$ cat config.mk
export PLATFORM = sky130hd
export DESIGN_NAME = periodic_task_tick_scheduler
export DESIGN_NICKNAME = d
export VERILOG_FILES = /design/src/hdl/ptts_pkg.sv /design/src/hdl/periodic_task_tick_scheduler.sv
export SDC_FILE = /design/constraint.sdc
export NUM_CORES = 1
export LEC_CHECK = 0
export ABC_CLOCK_PERIOD_IN_PS = 8240
export BUFFER_PORTS_ARGS = -buffer_cell sky130_fd_sc_hd__buf_2
export CAP_MARGIN = 20
export CORE_AREA = 4 4 122 124
export CTS_CLUSTER_DIAMETER = 50
export DETAILED_ROUTE_END_ITERATION = 7
export DIE_AREA = 0 0 126 128
export GPL_TIMING_DRIVEN = 0
export PLACE_DENSITY = 0.82
export SKIP_LAST_GASP = 1
export SLEW_MARGIN = 20
export SYNTH_ARGS = -nofsm -noshare
export SYNTH_HDL_FRONTEND = slang
export SYNTH_SLANG_ARGS = --single-unit
$ cat constraint.sdc
create_clock -name clk_i -period 8.24 [get_ports clk_i]
set_input_delay 1.236 -clock clk_i [delete_from_list [all_inputs] [get_ports clk_i]]
set_output_delay 1.236 -clock clk_i [all_outputs]
set_load 0.02 [all_outputs]
$ cat src/hdl/ptts_pkg.sv
// ----------------------------------------------------------------------------
// ptts_pkg: shared types and constants of the periodic task tick scheduler
// Sizes of the slot table, field widths, command kinds and sequencer states.
// ----------------------------------------------------------------------------
package ptts_pkg;

  // Slot table depth and index width
  localparam int NUM_SLOTS = 8;
  localparam int IDX_W     = (NUM_SLOTS > 1) ? $clog2(NUM_SLOTS) : 1;

  // Field widths of one input item and one result item
  localparam int KIND_W  = 3;
  localparam int SLOT_W  = 3;
  localparam int CNT_W   = 8;
  localparam int TASK_W  = 3;

  // Stream widths
  localparam int IN_TDATA_W  = 24;
  localparam int IN_TUSER_W  = KIND_W;
  localparam int OUT_TDATA_W = 8;
  localparam int OUT_TUSER_W = 2;

  // Command kinds
  typedef enum logic [KIND_W-1:0] {
    KIND_TICK    = 3'd0,
    KIND_CREATE  = 3'd1,
    KIND_DELETE  = 3'd2,
    KIND_SUSPEND = 3'd3,
    KIND_RESUME  = 3'd4
  } kind_e;

  // Sequencer states
  typedef enum logic [1:0] {
    ST_IDLE,
    ST_WALK,
    ST_FIN,
    ST_CMD
  } state_e;

endpackage

$ cat src/hdl/periodic_task_tick_scheduler.sv
// ----------------------------------------------------------------------------
// periodic_task_tick_scheduler: time-triggered cooperative task scheduler
// Slot table of periodic tasks, walked one slot per cycle on each tick unless a full output register holds the walk.
// ----------------------------------------------------------------------------
// Usage:
//   The slave stream carries commands: tuser holds the kind (tick, create,
//   delete, suspend, resume), tdata holds slot, period and first delay.
//   The master stream returns results: tdata holds the task index, tuser
//   holds the fired and error flags, tlast marks the final result of a
//   command.
//   A create, delete, suspend or resume gives a single result. A tick
//   walks the slots one per cycle, unless a full output register holds it,
//   through the shared countdown decrementer, then closes the walk. It
//   gives one result per due slot in ascending order, or one result with
//   fired low when nothing is due.
//   One due slot is held back until the next is found, so tlast can be
//   set on the final one.
//   s_axis_tready_o is high only between commands. A stalled receiver
//   stops the walk at the next due slot that finds the output register
//   still full; nothing is dropped.
//   Reset empties every slot and clears the output valid flag.
// ----------------------------------------------------------------------------
module periodic_task_tick_scheduler (
  input  logic                             clk_i,
  input  logic                             rst_ni,
  input  logic                             s_axis_tvalid_i,
  output logic                             s_axis_tready_o,
  // [2:0] slot, [10:3] period, [18:11] first_delay, [23:19] zero
  input  logic [ptts_pkg::IN_TDATA_W-1:0]  s_axis_tdata_i,
  // [2:0] kind
  input  logic [ptts_pkg::IN_TUSER_W-1:0]  s_axis_tuser_i,
  output logic                             m_axis_tvalid_o,
  input  logic                             m_axis_tready_i,
  // [2:0] task_index, [7:3] zero
  output logic [ptts_pkg::OUT_TDATA_W-1:0] m_axis_tdata_o,
  // [0] fired, [1] error
  output logic [ptts_pkg::OUT_TUSER_W-1:0] m_axis_tuser_o,
  output logic                             m_axis_tlast_o
);
  import ptts_pkg::*;

  // Sequencer and command registers
  state_e             state_q, state_d;
  logic [IDX_W-1:0]   idx_q, idx_d;
  logic [KIND_W-1:0]  kind_q;
  logic [SLOT_W-1:0]  slot_q;
  logic [CNT_W-1:0]   period_q;
  logic [CNT_W-1:0]   delay_q;
  logic               pend_valid_q, pend_valid_d;
  logic [IDX_W-1:0]   pend_idx_q, pend_idx_d;

  // Slot table
  logic [NUM_SLOTS-1:0] valid_q;
  logic [NUM_SLOTS-1:0] susp_q;
  logic [CNT_W-1:0]     cnt_q [NUM_SLOTS];
  logic [CNT_W-1:0]     per_q [NUM_SLOTS];

  // Output register
  logic               out_valid_q;
  logic               out_fired_q, out_err_q, out_last_q;
  logic [TASK_W-1:0]  out_idx_q;

  // Table access
  logic [IDX_W-1:0]   rd_addr;
  logic               rd_valid, rd_susp, rd_active, rd_zero;
  logic [CNT_W-1:0]   rd_cnt, rd_per;
  logic [CNT_W-1:0]   dec_src, dec_res;
  logic               in_range;

  // Table write strobes
  logic               cnt_we, per_we, valid_we, susp_we;
  logic [CNT_W-1:0]   cnt_wdata, per_wdata;
  logic               valid_wdata, susp_wdata;

  // Output load strobes
  logic               out_free;
  logic               out_load;
  logic               out_fired_d, out_err_d, out_last_d;
  logic [TASK_W-1:0]  out_idx_d;
  logic               accept;

  // Read the slot under the walk or the command slot
  assign rd_addr   = (state_q == ST_CMD) ? IDX_W'(slot_q) : idx_q;
  assign rd_valid  = valid_q[rd_addr];
  assign rd_susp   = susp_q[rd_addr];
  assign rd_cnt    = cnt_q[rd_addr];
  assign rd_per    = per_q[rd_addr];
  assign rd_active = rd_valid && !rd_susp;
  assign rd_zero   = (rd_cnt == '0);
  assign in_range  = (int'(slot_q) < NUM_SLOTS);

  // Shared decrementer: count down, or reload with period minus one
  assign dec_src = rd_zero ? rd_per : rd_cnt;
  assign dec_res = dec_src - CNT_W'(1);

  assign out_free        = !out_valid_q || m_axis_tready_i;
  assign s_axis_tready_o = (state_q == ST_IDLE);
  assign accept          = s_axis_tvalid_i && s_axis_tready_o;

  // Next state, table strobes and result loads
  always_comb begin
    state_d      = state_q;
    idx_d        = idx_q;
    pend_valid_d = pend_valid_q;
    pend_idx_d   = pend_idx_q;
    cnt_we       = 1'b0;
    per_we       = 1'b0;
    valid_we     = 1'b0;
    susp_we      = 1'b0;
    cnt_wdata    = dec_res;
    per_wdata    = '0;
    valid_wdata  = 1'b0;
    susp_wdata   = 1'b0;
    out_load     = 1'b0;
    out_fired_d  = 1'b0;
    out_idx_d    = '0;
    out_err_d    = 1'b0;
    out_last_d   = 1'b1;
    unique case (state_q)
      ST_IDLE: begin
        if (accept) begin
          idx_d        = '0;
          pend_valid_d = 1'b0;
          state_d      = (s_axis_tuser_i == KIND_TICK) ? ST_WALK : ST_CMD;
        end
      end
      ST_WALK: begin
        // Hold on a second due slot while the output register is full
        if (!(rd_active && rd_zero && pend_valid_q && !out_free)) begin
          cnt_we = rd_active;
          if (rd_active && rd_zero) begin
            if (pend_valid_q) begin
              out_load    = 1'b1;
              out_fired_d = 1'b1;
              out_idx_d   = TASK_W'(pend_idx_q);
              out_last_d  = 1'b0;
            end
            pend_valid_d = 1'b1;
            pend_idx_d   = idx_q;
          end
          if (idx_q == IDX_W'(NUM_SLOTS - 1)) begin
            state_d = ST_FIN;
          end else begin
            idx_d = idx_q + IDX_W'(1);
          end
        end
      end
      ST_FIN: begin
        // Emit the held due slot as final, or a single empty result
        if (out_free) begin
          out_load    = 1'b1;
          out_fired_d = pend_valid_q;
          out_idx_d   = pend_valid_q ? TASK_W'(pend_idx_q) : '0;
          state_d     = ST_IDLE;
        end
      end
      ST_CMD: begin
        if (out_free) begin
          out_load = 1'b1;
          state_d  = ST_IDLE;
          unique case (kind_q)
            KIND_CREATE: begin
              if (!in_range || rd_valid) begin
                out_err_d = 1'b1;
              end else begin
                valid_we    = 1'b1;
                valid_wdata = 1'b1;
                susp_we     = 1'b1;
                cnt_we      = 1'b1;
                cnt_wdata   = delay_q;
                per_we      = 1'b1;
                per_wdata   = period_q;
              end
            end
            KIND_DELETE: begin
              if (in_range && rd_valid) begin
                valid_we  = 1'b1;
                susp_we   = 1'b1;
                cnt_we    = 1'b1;
                cnt_wdata = '0;
                per_we    = 1'b1;
              end
            end
            KIND_SUSPEND: begin
              susp_we    = in_range && rd_valid;
              susp_wdata = 1'b1;
            end
            KIND_RESUME: begin
              susp_we = in_range && rd_valid;
            end
            default: begin
            end
          endcase
        end
      end
      default: begin
        state_d = ST_IDLE;
      end
    endcase
  end

  // Sequencer state
  always_ff @(posedge clk_i or negedge rst_ni) begin
    if (!rst_ni) begin
      state_q      <= ST_IDLE;
      idx_q        <= '0;
      pend_valid_q <= 1'b0;
      pend_idx_q   <= '0;
    end else begin
      state_q      <= state_d;
      idx_q        <= idx_d;
      pend_valid_q <= pend_valid_d;
      pend_idx_q   <= pend_idx_d;
    end
  end

  // Capture the accepted command
  always_ff @(posedge clk_i) begin
    if (accept) begin
      kind_q   <= s_axis_tuser_i;
      slot_q   <= s_axis_tdata_i[2:0];
      period_q <= s_axis_tdata_i[10:3];
      delay_q  <= s_axis_tdata_i[18:11];
    end
  end

  // Update the slot table
  always_ff @(posedge clk_i or negedge rst_ni) begin
    if (!rst_ni) begin
      valid_q <= '0;
      susp_q  <= '0;
      for (int i = 0; i < NUM_SLOTS; i++) begin
        cnt_q[i] <= '0;
        per_q[i] <= '0;
      end
    end else begin
      if (valid_we) valid_q[rd_addr] <= valid_wdata;
      if (susp_we)  susp_q[rd_addr]  <= susp_wdata;
      if (cnt_we)   cnt_q[rd_addr]   <= cnt_wdata;
      if (per_we)   per_q[rd_addr]   <= per_wdata;
    end
  end

  // Output register valid
  always_ff @(posedge clk_i or negedge rst_ni) begin
    if (!rst_ni) begin
      out_valid_q <= 1'b0;
    end else if (out_load) begin
      out_valid_q <= 1'b1;
    end else if (m_axis_tready_i) begin
      out_valid_q <= 1'b0;
    end
  end

  // Output register payload
  always_ff @(posedge clk_i) begin
    if (out_load) begin
      out_fired_q <= out_fired_d;
      out_idx_q   <= out_idx_d;
      out_err_q   <= out_err_d;
      out_last_q  <= out_last_d;
    end
  end

  assign m_axis_tvalid_o = out_valid_q;
  assign m_axis_tdata_o  = {(OUT_TDATA_W - TASK_W)'(0), out_idx_q};
  assign m_axis_tuser_o  = {out_err_q, out_fired_q};
  assign m_axis_tlast_o  = out_last_q;

endmodule

After elaboration in Yosys (flattened, before gate mapping)
Cells that the tools add are included.
Widths: inputs -> output; s select.
{ "totals": {"wordCells": 153, "regBits": 182, "output_inout_bits": 13, "inputBits": 31} }
{ "op_classes": {"add_sub_neg": 2, "n_reduce_logical": 24, "mux": 74, "bitwise_logic": 4, "n_eq_ne": 14, "n_lt_le_gt_ge": 4} }
{ "ops": {"columns": ["op", "n"], "rows": [
  ["$bwmux 64", 2],
  ["$mux 8", 14],
  ["$bmux 8 s3", 2],
  ["$mux 1", 27],
  ["$demux 8 s3", 1],
  ["$mux 3", 8],
  ["$bwmux 8", 2],
  ["$pmux 8 s2", 1],
  ["$pmux 3 s2", 2],
  ["$reduce_and 4->1", 3],
  ["$mux 2", 5],
  ["$pmux 1 s2", 5],
  ["$logic_not 8->1", 1],
  ["$ne 2x2->1 const B", 4],
  ["$sub 8x1->8 const B", 1],
  ["$logic_and 1x1->1", 7],
  ["$bmux 1 s3", 2],
  ["$eq 3x2->1 const B", 2],
  ["$eq 3x3->1 const B", 2],
  ["$pmux 2 s3", 1],
  ["$reduce_and 3->1", 2],
  ["$eq 2x2->1 const B", 2],
  ["$ge 4x4->1 const B", 1],
  ["$lt 3x4->1 const B", 1],
  ["other kinds (17)", 24]
]} }

Logic depth before layout (Yosys ltp)
Gate-level depths: netlist of run 1.
{ "depth": {"word_depth": 14, "depth_mapped": 15, "ltp_nobuf": 10} }

Worst setup path after synthesis of run 1
OpenSTA, ideal clock, no wires.
{ "synth_path": {"kind": "register to register", "startpoint": "register state_q[0]", "endpoint": "register out_last_q, in the netlist m_axis_tlast_o, enable pin", "required_ps": 7886, "path_stages_with_launch": 15, "path_buffers": 4, "setup_ps": 354, "period_less_slack_ps": 3632, "slack_ps": 4608, "arrival_ps": 3279, "cell_sequence": "dfrtp_1 ha_1 mux2i_2 buf_4 buf_4 buf_4 mux2i_1 a32oi_1 o2bb2ai_1 and2b_1 and3_1 clkbuf_1 nand2_1 a21o_1 nor2b_1"} }
{ "synth_via": {"elab_chain_len": 12, "word_cells_on_any_way": 22, "cone_classes": "3 x eq/ne; 11 x mux; 1 x bitwise; 7 x reduce/logical"} }
{ "synth_rtl": {"columns": ["item", "line", "source"], "rows": [
  ["from (decl)", "periodic_task_tick_scheduler.sv:43", "state_e state_q, state_d;"],
  ["from (signal assigned)", "periodic_task_tick_scheduler.sv:210", "state_q <= state_d;"],
  ["$eq 2x2->1", "periodic_task_tick_scheduler.sv:83, periodic_task_tick_scheduler.sv:119", null],
  ["$mux 3", "periodic_task_tick_scheduler.sv:83", "assign rd_addr = (state_q == ST_CMD) ? IDX_W'(slot_q) : idx_q;"],
  ["$not 3->4 (implied by the code)", "periodic_task_tick_scheduler.sv:86", "assign rd_cnt = cnt_q[rd_addr];"],
  ["$bmux 8 s3", "periodic_task_tick_scheduler.sv:86", null],
  ["$mux 8 (implied by the code) (2 in series)", "periodic_task_tick_scheduler.sv:86", null],
  ["$logic_not 8->1", "periodic_task_tick_scheduler.sv:89", "assign rd_zero = (rd_cnt == '0);"],
  ["$logic_and 1x1->1", "periodic_task_tick_scheduler.sv:129, periodic_task_tick_scheduler.sv:131", null],
  ["$logic_and 1x1->1 (2 in series)", "periodic_task_tick_scheduler.sv:129", "if (!(rd_active && rd_zero && pend_valid_q && !out_free)) begin"],
  ["$mux 1", "periodic_task_tick_scheduler.sv:129", null],
  ["$pmux 1 s2 (*)", "periodic_task_tick_scheduler.sv:119", "unique case (state_q)"],
  ["via out_load", "periodic_task_tick_scheduler.sv:77", "logic out_load;"],
  ["to (signal assigned)", "periodic_task_tick_scheduler.sv:261", "out_last_q <= out_last_d;"],
  ["to (decl)", "periodic_task_tick_scheduler.sv:60", "logic out_fired_q, out_err_q, out_last_q;"]
]} }
The timed path passes the listed nets; every way through them passes the cells marked *. The select of a mux whose other input is x is not followed.
A chain may end at the register's enable or synchronous reset.

Worst setup path in the final report of run 1
{ "layout_path": {"startpoint": "register state_q[1]", "endpoint": "register cnt_q[38] (netlist name)"} }
{ "layout_via": {"elab_chain_len": 14, "word_cells_on_any_way": 39, "cone_classes": "1 x add/sub; 2 x order compare; 2 x eq/ne; 26 x mux; 1 x bitwise; 7 x reduce/logical"} }
{ "layout_rtl": {"columns": ["item", "line", "source"], "rows": [
  ["$eq 2x2->1", "periodic_task_tick_scheduler.sv:83, periodic_task_tick_scheduler.sv:119", null],
  ["$mux 3", "periodic_task_tick_scheduler.sv:83", null],
  ["$not 3->4 (implied by the code)", "periodic_task_tick_scheduler.sv:86, periodic_task_tick_scheduler.sv:87, periodic_task_tick_scheduler.sv:239", null],
  ["$bmux 8 s3", "periodic_task_tick_scheduler.sv:86", null],
  ["$mux 8 (implied by the code) (2 in series)", "periodic_task_tick_scheduler.sv:86", null],
  ["$logic_not 8->1", "periodic_task_tick_scheduler.sv:89", null],
  ["$mux 8", "periodic_task_tick_scheduler.sv:93", "assign dec_src = rd_zero ? rd_per : rd_cnt;"],
  ["$sub 8x1->8", "periodic_task_tick_scheduler.sv:94", "assign dec_res = dec_src - CNT_W'(1);"],
  ["$mux 8, on equally long branches", "periodic_task_tick_scheduler.sv:176, periodic_task_tick_scheduler.sv:163", null],
  ["$pmux 8 s2", "periodic_task_tick_scheduler.sv:161", "unique case (kind_q)"],
  ["$mux 8", "periodic_task_tick_scheduler.sv:158", "if (out_free) begin"],
  ["$mux 8", "periodic_task_tick_scheduler.sv:119", null],
  ["$bwmux 64", "periodic_task_tick_scheduler.sv:239", "if (cnt_we) cnt_q[rd_addr] <= cnt_wdata;"],
  ["to (signal, indexed assignment)", "periodic_task_tick_scheduler.sv:239", null],
  ["to (decl)", "periodic_task_tick_scheduler.sv:55", "logic [CNT_W-1:0] cnt_q [NUM_SLOTS];"]
]} }
Several ways; a longest one is shown, not always the timed one. The select of a mux whose other input is x is not followed.

==> metrics.txt, run 1 <==
ys async rst share 84.6%; via count 7342; Chip Height 128 um; final critical-path required period 4.96 ns; placement row count 43; WHS 0.483 ns; drt pass-1 iters 7; Commonest cells post-synth dfrtp_1, nand2_1, o21ai_0; Critical Path Sink Type flip-flop; Clock Skew 0.00940 ns; FF+latch count, synth 182; port bufs 33; Worst Setup Start Kind flip-flop; initial antenna violation count 0; WL/cell 24.5 um; storage element area 4690 um2; Synth Flop Type dfrtp_1; clock-pin slew on the worst setup and hold paths 0.06 ns; CP max FO 10; clk root buf clkbuf_16; DIE WIDTH 126 um; Rel. slew slack 26.0%; CTS Hold Buffers Added 0; outcome completed; LEAKAGE 4.41 nW; number of global-route vias before repair 7442; CTS Buffer Depth 2; diode count 0; CTS tree done; Layout area overhead 11.4%; CORE AREA 13800 um2; iteration-0 DRC count of the detailed router 935; RePlAce Congestion 0.956; Worst-Skew Late Latency 0.44 ns; sequential share of the synthesized area 52.2%; multi-input logic area 3990 um2; Required @ worst endpoint 8.56 ns; Tightest Pin Transition 1.11 ns; Setup CP Type reg -> reg; Max Clk Rate 201 MHz; gr ovfl total 0; Total GRT Usage 34.2%; worst vdd ir 0.198 mV; Ports 44; Synth cell types 79; total setup buffers inserted after CTS 0; Resize count post-CTS 0; Post-synth EDFFs 28; hpwl dp 17900 um; RSZ-0062 raised after global routing false; layout cells sized above 1 19.6%; Filler cells 989; remaining antenna violation count 0; top cells by area, synth dfrtp_1, edfxtp_1, mux2_2, nand2_1, o21ai_0; Yosys warnings 0; Worst Path Arrival 5.28 ns; DR vias/cell 6.76; DRC viols 0; total negative slack 0 ns; Sink Count 182; largest net degree at the start of global routing 94; Final Hold Vio Count 0; Final setup viols 0; largest area contributor in the netlist dfrtp_1; Die ar. 16100 um2; CTS H-Tree Depth 4; final period utilization 60.2%; Syn Area/Cell 10.8 um2; Starting Density 65.3%; post-synth top area share 42.9%; CTS Buf Count 17; Cell Pwr Density 364 nW/um2; top-count cell post-synth dfrtp_1; # Max-Cap Violations 0; worst min path class reg -> reg; Post-Syn Area 8990 um2; fin. max-slew vios 0; nets@finish 930; Synth Instances 836; first-pass GRT wire length 42100 um; final WL 26600 um
[per-stage QoR]
step	instances	cell area [um2]	util [%]	power (W)	setup slack [ns]
3_3_place_gp	1053	9400	68.2	0.00273	3.54
2_1_floorplan	840	9000	-	0.00230	4.61
6_report	1086	10000	72.7	0.00365	3.28
3_5_place_dp	1054	9440	68.5	0.00279	3.46
4_1_cts	1086	10000	72.7	0.00359	3.42
5_1_grt	1086	10000	72.7	0.00381	3.09
[layout by cell type, fill, tap and decap left out, types with 14 or more instances in the layout]
master	n
dfrtp_1	154
nand2_1	138
o21ai_0	74
mux2_2	55
buf_2	48
nor2_1	43
a21oi_1	36
mux2i_1	31
edfxtp_1	28
clkbuf_1	22
clkbuf_16	19
buf_4	14
nor3_1	14
[flip-flops by register name, summed over array words and instances (netlist names), 8 cells and up]
name	flops
cnt_q	64
per_q	64
delay_q	8
period_q	8
susp_q	8
valid_q	8
[layout make-up]
cell class | instances | area share, %
buffer | 52 | 2.82
clock buffer | 25 | 5.07
clock inverter | 7 | 0.675
inverter | 11 | 0.412
multi-input combinational | 595 | 39.9
sequential | 182 | 46.9
tap | 180 | 2.25
timing repair buffer | 34 | 2.02
[cell families after synthesis]
group / after synthesis / share of synthesized area [%]
simple gates: 261 / 13.5
compound gates: 223 / 16.6
flops: 182 / 52.2
mux: 99 / 13.1
buf+inv: 63 / 3.60
fa+ha+maj: 6 / 0.835
other cells: 1 / 0.0417
xor+xnor: 1 / 0.0974
[final timing paths]
| check | from | end | slack [ns] | cells past startpoint |
|---|---|---|---|---|
| min | per_q[0] | per_q[0] | 0.48 | 2 |
| max reg2reg | state_q[1] | cnt_q[38] | 3.28 | 13 |
| min in group asynchronous | rst_ni | pend_idx_q[2] | 0.73 | 1 |
| min reg2reg | per_q[0] | per_q[0] | 0.48 | 2 |
| max | state_q[1] | cnt_q[38] | 3.28 | 13 |
| max in group asynchronous | rst_ni | per_q[62] | 6.70 | 2 |
[power breakdown]
part | leakage, nW | internal, W | total [W] | switching [W]
Combinational | 1.75 | 0.000562 | 0.00163 | 0.00107
Sequential | 2.37 | 0.00111 | 0.00121 | 0.000109
Clock | 0.286 | 0.000460 | 0.000802 | 0.000342
[critical path, stage by stage, from the launching register on]
cell	delay, ns
dfrtp_1	0.42
ha_1	0.28
buf_6	0.18
mux2i_1	0.78
nor2_1	0.43
o2bb2ai_1	0.23
a222oi_1	0.78
and3b_1	0.27
buf_2	0.21
or2_1	0.20
buf_4	0.21
o21a_1	0.14
buf_2	0.31
mux2_2	0.40
[metal layers]
metal	vias to the layer above	wire length, um	global-route usage (%)
met5	-	0	0
met4	0	1130	15.8
met3	87	2620	7.96
met2	417	12300	53.9
met1	3669	10600	45.6
li1	3169	-	-
Note: power is estimated with default switching activity, not from simulation.
==> run 2: changes to the inputs <==
Settings changed: ABC_AREA from default to 1, ABC_CLOCK_PERIOD_IN_PS 8240 to 4200, CORE_AREA 4 4 122 124 to 4 4 132 134, DIE_AREA 0 0 126 128 to 0 0 136 138, PLACE_DENSITY 0.82 to 0.74.
Clock period 8.24 ns to 4.2 ns, I/O delays scaled along.
==> metrics.txt, run 2 <==
outcome completed; Synth Instances 1145 (+37%); largest area contributor in the netlist dfrtp_1; slowest cell on the critical path dfrtp_1; Total GRT Usage 24.9% (-9.3 points); Layout area overhead 11.9%; cell internal pwr 0.00413 W (+94%); CORE AREA 16300 um2 (+18%); Ports 44 (unchanged); first-pass GRT wire length 37000 um (-12%); ys async rst share 84.6% (unchanged); via count 7591 (+3.4%); Final Hold Vio Count 0 (unchanged); critical path, cell by cell ha_1, inv_2, nand2_4, nand2_2, buf_4, nand2_1, nand3_1, nand2_1, nor2_1, nand2_1, nor2_2, nand3_1, inv_1, nand3_1, nand2_1, inv_1, nor2_1; Filler cells 1446 (+46%); most common cell after layout, fill and taps aside nand2_1; Synth cell types 36 (-54%); DP Area 9450 um2 (+0.15%); DRC viols 0 (unchanged); initial antenna violation count 0 (unchanged); Synth Flop Type dfrtp_1; Post-synth EDFFs 28 (unchanged); switching share of power 45.9% (+4.2 points); fin. max-slew vios 0 (unchanged); RePlAce Congestion 0.929 (-2.8%); Worst Path Arrival 3.96 ns (-1.32 ns); Tightest Pin Transition 1.05 ns (-0.0531 ns); final WL 22500 um (-15%); diode count 0 (unchanged); top cells by area, synth dfrtp_1, nand2_1, edfxtp_1, inv_1, o21ai_0; port bufs 33 (unchanged); Required @ worst endpoint 4.28 ns (-4.28 ns); remaining antenna violation count 0 (unchanged); CTS tree done; clk root buf clkbuf_16; final core utilization 61.6% (-11 points); post-route cell area 10000 um2 (+0.12%); CP dominant cell by count nand2_1; final critical-path required period 3.88 ns (-1.08 ns); DIE WIDTH 136 um (+7.9%); placement row count 47 (+9.3%); Yosys warnings 0 (unchanged); Chip Height 138 um (+7.8%); post-synth top area share 43.0% (+0.14 points); worst vdd ir 0.452 mV (+130%); top-count cell post-synth nand2_1; Crit. Startpoint state_q[0]; RSZ-0062 raised after global routing false; Resize count post-CTS 0 (unchanged); Die ar. 18800 um2 (+16%); storage element area 4690 um2 (unchanged); largest registers cnt_q: 64 flops, per_q: 64 flops; critical path's largest stage delay 0.42 ns (-0.36 ns); Seq pwr share 32.5% (-0.8 points); Worst Setup Start Kind flip-flop; Sink Count 182 (unchanged); CP top delay family simple AND/OR/NAND/NOR gates; WL/cell 15.7 um (-36%); largest net degree at the start of global routing 97 (+3.2%); gr ovfl total 0 (unchanged); critical path depth in cells 17 (+4); Syn Area/Cell 7.83 um2 (-27%); CTS H-Tree Depth 4 (unchanged); Final setup viols 0 (unchanged); Clock Skew 0.0101 ns (+0.000746 ns); Clk pwr share 20.8% (-1.2 points); Commonest cells post-synth nand2_1, dfrtp_1, inv_1; CTS Buf Count 17 (unchanged); Cell Pwr Density 761 nW/um2 (+110%); Switch Pwr 0.00350 W (+130%); drt pass-1 iters 6 (-1); Max Clk Rate 257 MHz (+28%); layout cells sized above 1 11.9% (-7.8 points); multi-input logic area 3590 um2 (-10%); Worst-Skew Late Latency 0.44 ns (about the same); Critical R2R Launch state_q[0]; CP max FO 10 (unchanged); total negative slack 0 ns (unchanged); Critical Path Sink Type flip-flop; LEAKAGE 5.20 nW (+18%); number of global-route vias before repair 7314 (-1.7%); CTS Hold Buffers Added 0 (unchanged); FF+latch count, synth 182 (unchanged); worst min path class in -> async; nets@finish 1239 (+33%); DR vias/cell 5.29 (-22%); Reg2Reg Depth 17 (+4); buffers and inverters on the worst path 4 (unchanged); total setup buffers inserted after CTS 0 (unchanged); clock-pin slew on the worst setup and hold paths 0.07 ns (about the same); Setup CP Type reg -> reg; most frequent cells in the layout nand2_1, dfrtp_1, inv_1; Post-Syn Area 8960 um2 (-0.33%); Rel. slew slack 29.4% (+3.4 points); # Max-Cap Violations 0 (unchanged); Starting Density 55.0% (-10 points); hpwl dp 15800 um (-11%); sequential share of the synthesized area 52.4% (+0.18 points); iteration-0 DRC count of the detailed router 737 (-21%); Gate power share 46.7% (+2.0 points); CTS Buffer Depth 2 (unchanged); final period utilization 92.5% (+32 points)
## run 2: routing by layer
layer	up-vias	track usage (%)	routed length (um)
met5	-	0	0
met4	0	8.22	483
met3	38	4.32	1350
met2	252	40.3	10800
met1	3585	34.3	9890
li1	3716	-	-
## run 2: through the flow
stage | total power, W | worst slack (ns) | cells | hold WS, ns
2_1_floorplan | 0.00497 | 1.33 | 1149 | 0.334
3_3_place_gp | 0.00593 | 0.182 | 1402 | 0.461
3_5_place_dp | 0.00600 | 0.447 | 1403 | 0.465
4_1_cts | 0.00760 | 0.390 | 1435 | 0.127
5_1_grt | 0.00820 | 0.00197 | 1435 | 0.139
6_report | 0.00763 | 0.316 | 1435 | 0.114
## run 2: cell families after synthesis
logic type | after synthesis | share of synthesized area, %
AO/OA/AOI/OAI | 160 | 9.86
XOR/XNOR | 1 | 0.0978
other | 1 | 0.0419
flip-flops | 182 | 52.4
adder cells (fa/ha/maj) | 6 | 0.838
AND/OR/NAND/NOR | 630 | 29.1
buffers and inverters | 165 | 7.69
## run 2: final timing paths
kind	end	slack [ns]
min	per_q[43]	0.11
min reg2reg	cnt_q[1]	0.48
max reg2reg	out_err_q	0.32
max	out_err_q	0.32
min in group clk_i	period_q[2]	0.36
max in group asynchronous	cnt_q[18]	3.25
## run 2: area by class of cell
cell class | instances | area share (%)
Timing Repair Buffer | 34 | 2.02
Clock inverter | 11 | 1.24
Clock buffer | 21 | 4.49
Tap cell | 220 | 2.75
Buffer | 31 | 1.86
Sequential cell | 182 | 46.8
Multi-Input combinational cell | 802 | 35.8
Inverter | 134 | 5.02
## run 2: power groups by stage
stage | clock network [W] | registers [W] | logic, W
after global routing | 0.00168 | 0.00253 | 0.00399
after global placement | 0 | 0.00249 | 0.00344
after floorplan | 0 | 0.00247 | 0.00250
after detailed placement | 0 | 0.00250 | 0.00350
after CTS | 0.00160 | 0.00248 | 0.00352
final | 0.00159 | 0.00248 | 0.00356
==> run 3: changes to the inputs <==
Settings changed: ABC_CLOCK_PERIOD_IN_PS 4200 to 3950, CORE_AREA 4 4 132 134 to 4 4 165 167, DIE_AREA 0 0 136 138 to 0 0 169 171, PLACE_DENSITY 0.74 to 0.48.
Clock period 4.2 ns to 3.95 ns, I/O delays scaled along.
==> metrics.txt, run 3 (same netlist as run 2, synthesis figures left out) <==
Clock Skew 0.0166 ns (+0.00650 ns); via count 7400 (-2.5%); Total GRT Usage 18.4% (-6.5 points); Required @ worst endpoint 4.25 ns (-0.03 ns); CP max FO 10 (unchanged); Tightest Pin Transition 0.720 ns (-0.332 ns); worst vdd ir 0.385 mV (-15%); Ports 44 (unchanged); dpl ws -0.0799 ns (-0.527 ns); layout cells sized above 1 13.0% (+1.1 points); largest registers cnt_q: 64 flops, per_q: 64 flops; most common cell after layout, fill and taps aside nand2_1; nets@finish 1243 (+0.32%); DP Area 9600 um2 (+1.5%); Max Clk Rate 281 MHz (+9.1%); drt pass-1 iters 5 (-1); WL/cell 16.5 um (+5.0%); FF-to-FF End per_q[63]; Cell Pwr Density 809 nW/um2 (+6.3%); Gate power share 47.1% (+0.4 points); Final WS setup 0.389 ns (+0.0728 ns); RSZ-0062 raised after global routing false; RePlAce Congestion 0.816 (-12%); CTS Buf Count 17 (unchanged); Die ar. 28900 um2 (+54%); post-route cell area 10300 um2 (+2.5%); final critical-path required period 3.56 ns (-0.323 ns); Switch Pwr 0.00387 W (+10%); first-pass GRT wire length 41200 um (+12%); Worst-Skew Late Latency 0.44 ns (about the same); total negative slack 0 ns (unchanged); Pwr Total 0.00832 W (+8.9%); outcome completed; DR vias/cell 4.76 (-10%); fin. max-slew vios 0 (unchanged); CTS H-Tree Depth 4 (unchanged); LEAKAGE 5.25 nW (+0.97%); clk root buf clkbuf_16; CTS tree done; diode count 0 (unchanged); DRC viols 0 (unchanged); Setup CP Type reg -> reg; most frequent cells in the layout nand2_1, dfrtp_1, inv_1; CORE AREA 25800 um2 (+58%); Worst Setup Start Kind flip-flop; final period utilization 90.2% (-2.3 points); Worst Path Arrival 3.86 ns (-0.10 ns); # Max-Cap Violations 0 (unchanged); placement row count 59 (+26%); Layout area overhead 14.7%; Critical R2R Launch state_q[0]; initial antenna violation count 0 (unchanged); DIE WIDTH 169 um (+24%); clock-pin slew on the worst setup and hold paths 0.08 ns (about the same); Seq pwr share 31.7% (-0.8 points); Final setup viols 0 (unchanged); Rel. slew slack 52.0% (+23 points); switching share of power 46.5% (+0.66 points); hpwl dp 18000 um (+14%); iteration-0 DRC count of the detailed router 506 (-31%); final core utilization 39.9% (-22 points); gr ovfl total 0 (unchanged); cell internal pwr 0.00445 W (+7.6%); Chip Height 171 um (+24%); worst min path class in -> async; largest net degree at the start of global routing 90 (-7.2%); Final Hold Vio Count 0 (unchanged); register-to-register setup slack 0.39 ns (+0.07 ns); number of global-route vias before repair 7256 (-0.79%); final WL 25600 um (+14%); Reg2Reg Depth 17 (unchanged); Starting Density 34.8% (-20 points); remaining antenna violation count 0 (unchanged); Critical Path Sink Type flip-flop; port bufs 33 (unchanged); Clk pwr share 21.2% (+0.4 points); CTS Buffer Depth 2 (unchanged); Sink Count 182 (unchanged)
==> run 3: cell count changes in the layout (fill, tap and decap cells not counted), sizes merged <==
cell / before / now
buf: 62 / 63
bufinv: 2 / 1
clkbuf: 24 / 28
clkinv: 6 / 3
inv: 136 / 139
==> run 3: worst max-delay path, stage by stage (launching register included) <==
cell	delay [ns]
dfrtp_1	0.43
ha_1	0.32
inv_2	0.18
nand2_1	0.07
nand2_1	0.24
nor2_4	0.11
nand2_1	0.31
inv_2	0.18
a221oi_2	0.28
nand2_1	0.09
inv_2	0.14
nand2_2	0.10
o21ai_2	0.15
inv_2	0.16
buf_6	0.20
nor3_4	0.20
buf_4	0.18
o22ai_1	0.07
==> run 3: how the worst max path moves through the flow <==
stage / startpoint / end / slack (ns) / cells after the start
6_report: state_q[0] / per_q[63] / 0.39 / 17
2_1_floorplan: state_q[0] / m_axis_tlast_o / 1.08 / 17
3_5_place_dp: state_q[0] / out_idx_q[1] / -0.08 / 17
4_1_cts: state_q[0] / out_err_q / 0.09 / 17
5_1_grt: state_q[0] / per_q[1] / 0.01 / 17
3_3_place_gp: rst_ni / cnt_q[21] / -0.36 / 1
==> run 3: layout make-up <==
class	count	area (um2)
Inverter	134	503
Fill cell	2632	15500
Timing Repair Buffer	38	233
Sequential cell	182	4690
Clock buffer	22	497
Multi-Input combinational cell	802	3630
Clock inverter	10	108
Tap cell	335	419
Buffer	31	191
==> run 3: power groups by stage <==
stage	clock, W	sequential (W)	combinational (W)
3_5_place_dp	0	0.00266	0.00388
2_1_floorplan	0	0.00262	0.00266
5_1_grt	0.00188	0.00270	0.00446
4_1_cts	0.00181	0.00264	0.00390
6_report	0.00176	0.00264	0.00391
3_3_place_gp	0	0.00267	0.00386
==> run 3: repair_timing <==
action | 4_1_cts | 5_1_grt
gates resized for setup | 1 | 12
pin swaps | 0 | 2
endpoints found under the setup margin | 6 | 102
hold buffers | 0 | 0
buffers inserted | 0 | 4
==> run 3: per-layer routing <==
layer	track usage [%]	part of all wire, %
met5	0	0
met4	3.15	0.79
met3	2.87	3.4
met2	31.0	48
met1	25.7	48
==> run 3: through the flow <==
step	hold slack (ns)	cells
after global routing	0.230	1554
after CTS	0.205	1550
final	0.180	1554
after detailed placement	0.465	1518
after global placement	0.462	1517
after floorplan	0.297	1149
